## src/sv/tac_pkg.sv

```systemverilog
package tac_pkg;

  // Beat kinds carried on the operation field
  typedef enum logic {
    OP_TICK = 1'b0,
    OP_KEY  = 1'b1
  } op_t;

  // Keypad codes with a meaning of their own; every other code is a digit
  localparam logic [3:0] KEY_MINUS = 4'd12;
  localparam logic [3:0] KEY_PLUS  = 4'd13;
  localparam logic [3:0] KEY_ARM   = 4'd14;
  localparam logic [3:0] KEY_CLEAR = 4'd15;

  // Digit entry positions
  localparam logic [7:0] POS_SEC_UNITS = 8'd1;
  localparam logic [7:0] POS_SEC_TENS  = 8'd2;
  localparam logic [7:0] POS_MIN_UNITS = 8'd3;
  localparam logic [7:0] POS_MIN_TENS  = 8'd4;
  localparam logic [7:0] POS_HR_UNITS  = 8'd5;
  localparam logic [7:0] POS_HR_TENS   = 8'd6;

  // Limits
  localparam logic [5:0] MAX_SEC_MIN = 6'd59;
  localparam logic [4:0] MAX_HOUR    = 5'd23;
  localparam logic [1:0] RING_LIMIT  = 2'd2;

  // Time of day after reset
  localparam logic [4:0] RST_HOUR = 5'd22;
  localparam logic [5:0] RST_MIN  = 6'd40;
  localparam logic [5:0] RST_SEC  = 6'd52;

endpackage

```

## src/sv/time_of_day_alarm_clock.sv

```systemverilog
// An accepted input beat passes the input register, then the state/result register, to its result beat.
// Throughput: one beat per cycle, with no bubbles while out_stall stays low.
// The state registers double as the result register; in_stall only rises when
// both the input register and a result are held up by out_stall.
// Reset (rst, synchronous, active high): time 22:40:52, alarm 00:00:00,
// disarmed, silent, entry position 1, both pipeline stages empty.
module time_of_day_alarm_clock (
  input  logic       clk,
  input  logic       rst,
  // input channel
  input  logic       in_valid,
  output logic       in_stall,
  input  logic       operation,
  input  logic [3:0] key_code,
  // result channel
  output logic       out_valid,
  input  logic       out_stall,
  output logic [4:0] hours_now,
  output logic [5:0] minutes_now,
  output logic [5:0] seconds_now,
  output logic [4:0] alarm_hours,
  output logic [5:0] alarm_minutes,
  output logic [5:0] alarm_seconds,
  output logic       armed,
  output logic       ringing,
  output logic [7:0] entry_position
);
  import tac_pkg::*;

  // ---------------------------------------------------------------------
  // Input register
  // ---------------------------------------------------------------------
  logic       s1_valid;
  op_t        s1_op;
  logic [3:0] s1_key;

  logic out_free;   // result register can take a new beat this cycle
  logic advance;    // input register moves into the state/result register
  logic in_take;

  assign out_free = !out_valid || !out_stall;
  assign advance  = s1_valid && out_free;
  assign in_stall = s1_valid && !out_free;
  assign in_take  = in_valid && !in_stall;

  always_ff @(posedge clk) begin
    if (rst) begin
      s1_valid <= 1'b0;
    end else if (in_take) begin
      s1_valid <= 1'b1;
    end else if (advance) begin
      s1_valid <= 1'b0;
    end
  end

  // payload needs no reset
  always_ff @(posedge clk) begin
    if (in_take) begin
      s1_op  <= op_t'(operation);
      s1_key <= key_code;
    end
  end

  // ---------------------------------------------------------------------
  // Clock / alarm state. These registers are also the result register:
  // they only change when a beat lands, so they hold while a stalled result beat waits.
  // ---------------------------------------------------------------------
  logic [4:0] hour_count,       hour_count_next;
  logic [5:0] minute_count,     minute_count_next;
  logic [5:0] second_count,     second_count_next;
  logic [4:0] alarm_hour_reg,   alarm_hour_reg_next;
  logic [5:0] alarm_minute_reg, alarm_minute_reg_next;
  logic [5:0] alarm_second_reg, alarm_second_reg_next;
  logic       armed_flag,       armed_flag_next;
  logic       ringing_flag,     ringing_flag_next;
  logic [1:0] ring_ticks,       ring_ticks_next;
  logic [7:0] digit_position,   digit_position_next;

  // digit arithmetic: tens value up to 110, sum up to 169
  logic [6:0] digit_tens;
  logic [7:0] sec_sum, min_sum, hr_sum;
  logic       is_digit;
  logic       alarm_match;

  assign digit_tens = {3'd0, s1_key} * 7'd10;
  assign sec_sum    = {2'd0, alarm_second_reg} + {1'b0, digit_tens};
  assign min_sum    = {2'd0, alarm_minute_reg} + {1'b0, digit_tens};
  assign hr_sum     = {3'd0, alarm_hour_reg}   + {1'b0, digit_tens};
  assign is_digit   = (s1_key != KEY_MINUS) && (s1_key != KEY_PLUS)
                   && (s1_key != KEY_ARM)   && (s1_key != KEY_CLEAR);

  always_comb begin
    hour_count_next       = hour_count;
    minute_count_next     = minute_count;
    second_count_next     = second_count;
    alarm_hour_reg_next   = alarm_hour_reg;
    alarm_minute_reg_next = alarm_minute_reg;
    alarm_second_reg_next = alarm_second_reg;
    armed_flag_next       = armed_flag;
    ringing_flag_next     = ringing_flag;
    ring_ticks_next       = ring_ticks;
    digit_position_next   = digit_position;

    unique case (s1_op)
      OP_TICK: begin
        // ring counter saturates at 3, counting even when silent
        if (ring_ticks != 2'd3) begin
          ring_ticks_next = ring_ticks + 2'd1;
        end
        if (second_count >= MAX_SEC_MIN) begin
          second_count_next = '0;
          if (minute_count >= MAX_SEC_MIN) begin
            minute_count_next = '0;
            if (hour_count >= MAX_HOUR) begin
              hour_count_next = '0;
            end else begin
              hour_count_next = hour_count + 5'd1;
            end
          end else begin
            minute_count_next = minute_count + 6'd1;
          end
        end else begin
          second_count_next = second_count + 6'd1;
        end
      end
      OP_KEY: begin
        if (s1_key == KEY_MINUS) begin
          digit_position_next = digit_position - 8'd1;
        end else if (s1_key == KEY_PLUS) begin
          digit_position_next = digit_position + 8'd1;
        end else if (s1_key == KEY_ARM) begin
          armed_flag_next = 1'b1;
        end else if (is_digit) begin
          // position steps on even outside 1..6; the digit is dropped there
          digit_position_next = digit_position + 8'd1;
          if (digit_position == POS_SEC_UNITS) begin
            alarm_second_reg_next = {2'd0, s1_key};
          end else if (digit_position == POS_SEC_TENS) begin
            alarm_second_reg_next = (sec_sum > {2'd0, MAX_SEC_MIN}) ? MAX_SEC_MIN
                                                                    : sec_sum[5:0];
          end else if (digit_position == POS_MIN_UNITS) begin
            alarm_minute_reg_next = {2'd0, s1_key};
          end else if (digit_position == POS_MIN_TENS) begin
            alarm_minute_reg_next = (min_sum > {2'd0, MAX_SEC_MIN}) ? MAX_SEC_MIN
                                                                    : min_sum[5:0];
          end else if (digit_position == POS_HR_UNITS) begin
            alarm_hour_reg_next = {1'b0, s1_key};
          end else if (digit_position == POS_HR_TENS) begin
            // out-of-range hour falls back to midnight; entry restarts
            alarm_hour_reg_next = (hr_sum > {3'd0, MAX_HOUR}) ? 5'd0 : hr_sum[4:0];
            digit_position_next = POS_SEC_UNITS;
          end
        end
        // KEY_CLEAR: no effect
      end
      default: ;
    endcase

    // alarm compare on the updated time; while armed, a match restarts the ring count
    alarm_match = (alarm_hour_reg_next   == hour_count_next)
               && (alarm_minute_reg_next == minute_count_next)
               && (alarm_second_reg_next == second_count_next);
    if (armed_flag_next) begin
      if (alarm_match) begin
        ringing_flag_next = 1'b1;
        ring_ticks_next   = '0;
      end
      if (ringing_flag_next && (ring_ticks_next > RING_LIMIT)) begin
        ringing_flag_next = 1'b0;
        armed_flag_next   = 1'b0;
      end
    end
  end

  always_ff @(posedge clk) begin
    if (rst) begin
      hour_count       <= RST_HOUR;
      minute_count     <= RST_MIN;
      second_count     <= RST_SEC;
      alarm_hour_reg   <= '0;
      alarm_minute_reg <= '0;
      alarm_second_reg <= '0;
      armed_flag       <= 1'b0;
      ringing_flag     <= 1'b0;
      ring_ticks       <= '0;
      digit_position   <= POS_SEC_UNITS;
    end else if (advance) begin
      hour_count       <= hour_count_next;
      minute_count     <= minute_count_next;
      second_count     <= second_count_next;
      alarm_hour_reg   <= alarm_hour_reg_next;
      alarm_minute_reg <= alarm_minute_reg_next;
      alarm_second_reg <= alarm_second_reg_next;
      armed_flag       <= armed_flag_next;
      ringing_flag     <= ringing_flag_next;
      ring_ticks       <= ring_ticks_next;
      digit_position   <= digit_position_next;
    end
  end

  // result beat valid flag
  always_ff @(posedge clk) begin
    if (rst) begin
      out_valid <= 1'b0;
    end else if (out_free) begin
      out_valid <= s1_valid;
    end
  end

  assign hours_now      = hour_count;
  assign minutes_now    = minute_count;
  assign seconds_now    = second_count;
  assign alarm_hours    = alarm_hour_reg;
  assign alarm_minutes  = alarm_minute_reg;
  assign alarm_seconds  = alarm_second_reg;
  assign armed          = armed_flag;
  assign ringing        = ringing_flag;
  assign entry_position = digit_position;

endmodule

```

## config.mk

```make
export PLATFORM = sky130hd
export DESIGN_NAME = time_of_day_alarm_clock
export DESIGN_NICKNAME = d
export VERILOG_FILES = /design/src/sv/tac_pkg.sv /design/src/sv/time_of_day_alarm_clock.sv
export SDC_FILE = /design/constraint.sdc
export NUM_CORES = 1
export LEC_CHECK = 0
export ABC_CLOCK_PERIOD_IN_PS = 4800
export BUFFER_PORTS_ARGS = -buffer_cell sky130_fd_sc_hd__buf_2
export CORE_AREA = 10 10 120 122
export DETAILED_ROUTE_END_ITERATION = 6
export DIE_AREA = 0 0 130 132
export PLACE_DENSITY_LB_ADDON = 0.3
export RECOVER_POWER = 25
export SLEW_MARGIN = 20
export SYNTH_ARGS = -nofsm -noshare
export SYNTH_HDL_FRONTEND = slang
export SYNTH_SLANG_ARGS = --single-unit
```

## constraint.sdc

```tcl
create_clock -name clk -period 4.8 [get_ports clk]
set_input_delay 0.96 -clock clk [delete_from_list [all_inputs] [get_ports clk]]
set_output_delay 0.96 -clock clk [all_outputs]
set_load 0.01 [all_outputs]
```

# ---- Yosys cells after proc, flatten, opt, wreduce, memory -nomap -nowiden
# Cells that the tools add are included.
dict set report word_totals {
  register_bits 53
  in_bits 9
  output_inout_bits 46
  word_cells 132
}
dict set report classes {
  addsub 9
  multipliers 1
  order_cmp 7
  eq_ne 18
  muxes 65
  reduce_logical 18
}
# cell count
set ops {}
lappend ops {{$mux W6} 23}
lappend ops {{$mux W5} 16}
lappend ops {{$mux W8} 10}
lappend ops {{$eq A8 B3 Y1 const B} 3}
lappend ops {{$add A6 B7 Y8} 2}
lappend ops {{$eq A8 B2 Y1 const B} 2}
lappend ops {{$gt A8 B6 Y1 const B} 2}
lappend ops {{$ne A4 B4 Y1 const B} 4}
lappend ops {{$add A6 B1 Y6 const B} 2}
lappend ops {{$eq A4 B4 Y1 const B} 3}
lappend ops {{$eq A6 B6 Y1} 2}
lappend ops {{$ge A6 B6 Y1 const B} 2}
lappend ops {{$mux W1} 11}
lappend ops {{$mux W2} 5}
lappend ops {{$logic_and A1 B1 Y1} 9}
lappend ops {{$add A5 B7 Y8} 1}
lappend ops {{$add A8 B1 Y8 const B} 1}
lappend ops {{$eq A8 B1 Y1 const B} 1}
lappend ops {{$gt A8 B5 Y1 const B} 1}
lappend ops {{$sub A8 B1 Y8 const B} 1}
lappend ops {{$mul A4 B3 Y6 const B} 1}
lappend ops {{$add A5 B1 Y5 const B} 1}
lappend ops {{$eq A5 B5 Y1} 1}
lappend ops {{$ge A5 B5 Y1 const B} 1}
lappend ops {{10 further kinds} 13}

# ---- Logic depth before layout (Yosys ltp)
dict set report logic_depth {
  word_depth 24
  ltp_mapped 13
  depth_no_buf 13
}

# ---- Worst setup path before layout
# No wires, ideal clock.
dict set report synth_path {
  path_type {register to register}
  from {register s1_key[1]}
  to {register ring_ticks[0]}
  setup_time_ns 0.115
  arrival_ns 3.903
  required_ns 4.685
  slack_ns 0.783
  path_stages_with_launch 13
  n_path_buf 0
  synth_period_minus_slack_ns 4.017
  cell_sequence {edfxtp_1 -> ha_1 -> ha_1 -> fa_1 -> ha_1 -> or3_1 -> a2111oi_0 -> o21ba_2 -> nand4_1 -> a2111oi_2 -> nor4b_2 -> nand4_1 -> o21a_1}
}
dict set report synth_via {
  elab_chain_cells 21
  elab_cells_between_ends 59
  cone_classes {add/sub (3); mul (1); order compare (3); eq/ne (10); mux (37); reduce/logical (5)}
}
# element line
set synth_rtl {}
lappend synth_rtl {{from (decl)} time_of_day_alarm_clock.sv:35} ;# logic [3:0] s1_key;
lappend synth_rtl {{from (signal assigned)} time_of_day_alarm_clock.sv:60} ;# s1_key <= key_code;
lappend synth_rtl {{$mul A4 B3 Y6} time_of_day_alarm_clock.sv:85} ;# assign digit_tens = {3'd0, s1_key} * 7'd10;
lappend synth_rtl {{$add A5 B7 Y8} time_of_day_alarm_clock.sv:88} ;# assign hr_sum = {3'd0, alarm_hour_reg} + {1'b0, digit_tens};
lappend synth_rtl {{$gt A8 B5 Y1} time_of_day_alarm_clock.sv:150} ;# alarm_hour_reg_next = (hr_sum > {3'd0, MAX_HOUR}) ? 5'd0 : hr_sum[4:0];
lappend synth_rtl {{$mux W5} time_of_day_alarm_clock.sv:150}
lappend synth_rtl {{$mux W5} time_of_day_alarm_clock.sv:148} ;# end else if (digit_position == POS_HR_TENS) begin
lappend synth_rtl {{$mux W5} time_of_day_alarm_clock.sv:146} ;# end else if (digit_position == POS_HR_UNITS) begin
lappend synth_rtl {{$mux W5} time_of_day_alarm_clock.sv:143} ;# end else if (digit_position == POS_MIN_TENS) begin
lappend synth_rtl {{$mux W5} time_of_day_alarm_clock.sv:141} ;# end else if (digit_position == POS_MIN_UNITS) begin
lappend synth_rtl {{(+5 left out)} n/a}
lappend synth_rtl {{$mux W5} time_of_day_alarm_clock.sv:127} ;# if (s1_key == KEY_MINUS) begin
lappend synth_rtl {{$mux W5} time_of_day_alarm_clock.sv:104} ;# unique case (s1_op)
lappend synth_rtl {{$eq A5 B5 Y1} time_of_day_alarm_clock.sv:160} ;# alarm_match = (alarm_hour_reg_next == hour_count_next)
lappend synth_rtl {{$logic_and A1 B1 Y1} time_of_day_alarm_clock.sv:161} ;# && (alarm_minute_reg_next == minute_count_next)
lappend synth_rtl {{$logic_and A1 B1 Y1} time_of_day_alarm_clock.sv:162} ;# && (alarm_second_reg_next == second_count_next);
lappend synth_rtl {{$mux W2} time_of_day_alarm_clock.sv:164} ;# if (alarm_match) begin
lappend synth_rtl {{$mux W2} time_of_day_alarm_clock.sv:163} ;# if (armed_flag_next) begin
lappend synth_rtl {{$mux W2 (*)} time_of_day_alarm_clock.sv:163}
lappend synth_rtl {{to (signal assigned)} time_of_day_alarm_clock.sv:196} ;# ring_ticks <= ring_ticks_next;
lappend synth_rtl {{to (decl)} time_of_day_alarm_clock.sv:76} ;# logic [1:0] ring_ticks, ring_ticks_next;
# Mark *: on every way between the ends. The rest lies on a longest branch, timed or not. The select of a mux whose other input is x is not followed.
# A chain may end at the register's enable or synchronous reset.

# ---- Worst setup path in the final report
dict set report layout_path {
  from {register s1_key[3]}
  to {register armed_flag, in the netlist armed}
}
dict set report layout_via {
  elab_chain_cells 24
  elab_cells_between_ends 64
  cone_classes {add/sub (3); mul (1); order compare (4); eq/ne (10); mux (40); reduce/logical (6)}
}
# element line
set layout_rtl {}
lappend layout_rtl {{$mul A4 B3 Y6} time_of_day_alarm_clock.sv:85}
lappend layout_rtl {{$add A5 B7 Y8} time_of_day_alarm_clock.sv:88}
lappend layout_rtl {{$gt A8 B5 Y1} time_of_day_alarm_clock.sv:150}
lappend layout_rtl {{$mux W5} time_of_day_alarm_clock.sv:150}
lappend layout_rtl {{$mux W5} time_of_day_alarm_clock.sv:148}
lappend layout_rtl {{$mux W5} time_of_day_alarm_clock.sv:146}
lappend layout_rtl {{$mux W5} time_of_day_alarm_clock.sv:143}
lappend layout_rtl {{$mux W5} time_of_day_alarm_clock.sv:141}
lappend layout_rtl {{(+8 left out)} n/a}
lappend layout_rtl {{$logic_and A1 B1 Y1} time_of_day_alarm_clock.sv:161}
lappend layout_rtl {{$logic_and A1 B1 Y1} time_of_day_alarm_clock.sv:162}
lappend layout_rtl {{$mux W2} time_of_day_alarm_clock.sv:164}
lappend layout_rtl {{$mux W2} time_of_day_alarm_clock.sv:163}
lappend layout_rtl {{$gt A2 B2 Y1} time_of_day_alarm_clock.sv:168} ;# if (ringing_flag_next && (ring_ticks_next > RING_LIMIT)) begin
lappend layout_rtl {{$logic_and A1 B1 Y1} time_of_day_alarm_clock.sv:168}
lappend layout_rtl {{$mux W1} time_of_day_alarm_clock.sv:168}
lappend layout_rtl {{$mux W1 (*)} time_of_day_alarm_clock.sv:163}
lappend layout_rtl {{to (signal assigned)} time_of_day_alarm_clock.sv:194} ;# armed_flag <= armed_flag_next;
lappend layout_rtl {{to (decl)} time_of_day_alarm_clock.sv:74} ;# logic armed_flag, armed_flag_next;
# Marked as above.

==> flow_summary_export.csv <==
group,metric,value,unit
outcome,status,"finished with violations",
outcome,violations,"capacitance limit, slew limit",
setup_path,worstPathRequired,4.99,ns
sta,rsz0062_at_grt,"no",
sta,hold_slack,0.486,ns
setup_path,cp_max_fo,10,
synthesis,syn_area_per_cell,7.63,sq um
detailed_routing,vias_per_cell,6.30,
clock_tree,post_cts_buffers,0,
synthesis,synth_area,4570,sq um
floorplanning,die_x,130,um
detailed_routing,first_pass_iters,5,
setup_path,r2r-start,"s1_key[3]",
cells_and_area,final_cell_mix,"67 x nor2_1, 55 x nand2_1, 48 x dfxtp_1, 44 x a21oi_1, 33 x buf_2",
sta,max_slew.worst_pin.slew,2.44,ns
place,placedCellCount,772,
setup_path,cp-start-kind,"register",
setup_path,setup.worst_path.class,"register to register",
hold_path,holdPathEnd,"alarm_hours[0]",
detailed_routing,drc_errors,0,
grt,grt_pass1_wl,25200,um
synthesis,async_reset_ff_frac,0,
grt,grt_pass1_vias,4610,
synthesis,seq_area_frac_synth,0.243,
detailed_routing,routed-via-count,4917,
clock_tree,cts_inserted_buffers,5,
cells_and_area,drive_gt1_frac,0.109,
floorplanning,core,11900,sq um
sta,slew_violations,50,
floorplanning,dieArea,17200,sq um
sta,postLayoutSetupSlackWorst,0.356,ns
sta,hold_viol,0,
power_and_ir_drop,ir_drop,0.128,mV
grt,grt_max_degree,50,
sta,fin_crit_sh,0.926,
floorplanning,initial_utilization,0.384,
place,portBuffers,54,
synthesis,synth_ff_type,"dfxtp_1",
detailed_routing,drt_wl_total,15800,um
cells_and_area,nFillCells,1237,
hold_path,hold_path_depth,2,
sta,setup_viol,0,
hold_path,hp-start,"alarm_hours[0]",
floorplanning,rows,40,
cells_and_area,fin_area,5070,sq um
sta,fin_skew,0.00524,ns
setup_path,worstPathCellList,"ha_1, ha_1, fa_1, ha_1, or3_1, a2111oi_0, buf_4, o21ba_2, nand4_1, a2111oi_2, nor4b_2, nand4_1, a221oi_2",
setup_path,cpMostUsedCell,"ha_1",
setup_path,critPathArrivalTime,4.63,ns
clock_tree,clk_pin_slew,0.07,ns
power_and_ir_drop,total_power,1.21,mW
synthesis,synth-seq-cells,53,
job,cap_violations,1,
sta,fmax,0.225,GHz
setup_path,worst-path-buf-inv,1,
place,placedInstanceArea,4930,sq um
synthesis,ys_warn_count,0,
grt,grtUsageTotal,0.182,
place,gp_congestion,0.936,
place,hpwlAfterDp,12000,um
grt,antenna_found_initial,0,
setup_path,worstReg2RegEnd,"armed",
floorplanning,ios,55,
place,place_ws,0.454,ns
detailed_routing,routedWlPerCell,20.2,um
clock_tree,cts_tree,"built",
setup_path,cpPeakStageDelay,0.59,ns
synthesis,ys_types,79,
synthesis,synth_edf_count,5,
clock_tree,cts_hold_buf,0,
clock_tree,cts_buffer_depth,2,
grt,grt_remaining_overflow,0,
detailed_routing,drtIter0Drc,589,
cells_and_area,instances_no_fill,780,
synthesis,synth_cells,599,
cells_and_area,fin_util,0.426,
clock_tree,ctsResizeCount,0,
clock_tree,clock-sinks,53,
clock_tree,cts_max_level,2,
setup_path,crit_slowest_cell,"fa_1",
sta,period_needed,4.44,ns
setup_path,reg2reg_slack,0.36,ns
setup_path,r2r_cells,13,
power_and_ir_drop,power_leakage,1.95,nW
cells_and_area,final_nets,670,
sta,slew_headroom,-0.630,
detailed_routing,antenna_left,0,
cells_and_area,mostFrequentLayoutCell,"nor2_1",
hold_path,hold_path.class,"register to register",
sta,tns,0,ns
cells_and_area,syn2layout_area_growth,11.0,%
power_and_ir_drop,power_density,238,nW/um^2
synthesis,synthesis.nets,637,
floorplanning,die_h,132,um
setup_path,cp-end-kind,"register",
cells_and_area,num_antenna_cells,0,
setup_path,cp.depth,13,
clock_tree,clockRootBuffer,"clkbuf_16",
clock_tree,clock_latency,0.30,ns
setup_path,crit_family,"adder cells",
power by group:
part           internal [mW]  switching [mW]  total, mW
Clock                  0.261           0.172      0.433
Sequential             0.461          0.0268      0.488
Combinational          0.105           0.183      0.287
how the worst max path moves through the flow:
stage / slack, ns / from / endpoint
5_1_grt: 0.14 / s1_key[3] / armed
3_3_place_gp: 0.55 / s1_key[3] / armed
4_1_cts: 0.43 / s1_key[3] / armed
2_1_floorplan: 0.78 / s1_key[1] / ring_ticks[0]
6_report: 0.36 / s1_key[3] / armed
3_5_place_dp: 0.45 / s1_key[3] / armed
worst reg2reg max path, delay by kind of cell (launching register included):
kind                       cells  cell delay, ns
and+or+nand+nor                4            1.00
AOI/OAI and AO/OA              4            1.07
adders and majority gates      4            1.48
buffers and inverters          1            0.20
DFF                            1            0.58
cell usage after synthesis, types with 6 or more instances:
master / n / area share
a211oi_1: 17 / 0.028
a21oi_1: 44 / 0.048
nand3_1: 25 / 0.027
dfxtp_1: 48 / 0.21
nor3_1: 27 / 0.030
a21o_1: 9 / 0.015
o211ai_1: 6 / 0.0099
xor2_1: 7 / 0.013
a211o_1: 10 / 0.019
clkbuf_1: 26 / 0.021
nand4_1: 13 / 0.018
ha_1: 25 / 0.068
o31ai_1: 9 / 0.015
mux2i_1: 7 / 0.015
and3_1: 15 / 0.021
o22ai_1: 6 / 0.0082
nor2_1: 67 / 0.055
inv_1: 13 / 0.011
or3_1: 7 / 0.0096
xnor2_1: 7 / 0.013
nand2_1: 55 / 0.045
nor2b_1: 8 / 0.011
o21ai_0: 32 / 0.035
sequential cells by signal, indices dropped and copies added, names as in the netlist, 2 cells and up:
register	flops
entry_position	8
alarm_minutes	6
alarm_seconds	6
minutes_now	6
seconds_now	6
alarm_hours	5
hours_now	5
s1_key	4
ring_ticks	2
final cells by class:
type | instances | area, sq um | area share
Clock buffer | 7 | 143 | 0.0281
Sequential cell | 53 | 1110 | 0.219
Multi-Input combinational cell | 497 | 3250 | 0.641
Timing Repair Buffer | 62 | 304 | 0.0599
Clock inverter | 1 | 30.0 | 0.00592
Tap cell | 147 | 184 | 0.0363
Inverter | 13 | 48.8 | 0.00962
cells by family (layout without fill, tap and decap cells):
family / count (synthesis) / after routing / share of synthesized area
muxes: 10 / 10 / 0.0233
adders and majority gates: 29 / 29 / 0.0859
buffers and inverters: 49 / 83 / 0.0454
AOI/OAI and AO/OA: 189 / 189 / 0.291
and+or+nand+nor: 254 / 254 / 0.281
DFF: 53 / 53 / 0.243
xor gates and xnor gates: 15 / 15 / 0.0304
metal layers:
metal  GRT usage  wire length [um]
met1       0.243              7000
met2       0.278              7180
met3      0.0422              1270
met4      0.0600               303
met5           0                 0
Note: power is estimated with default switching activity, not from simulation.
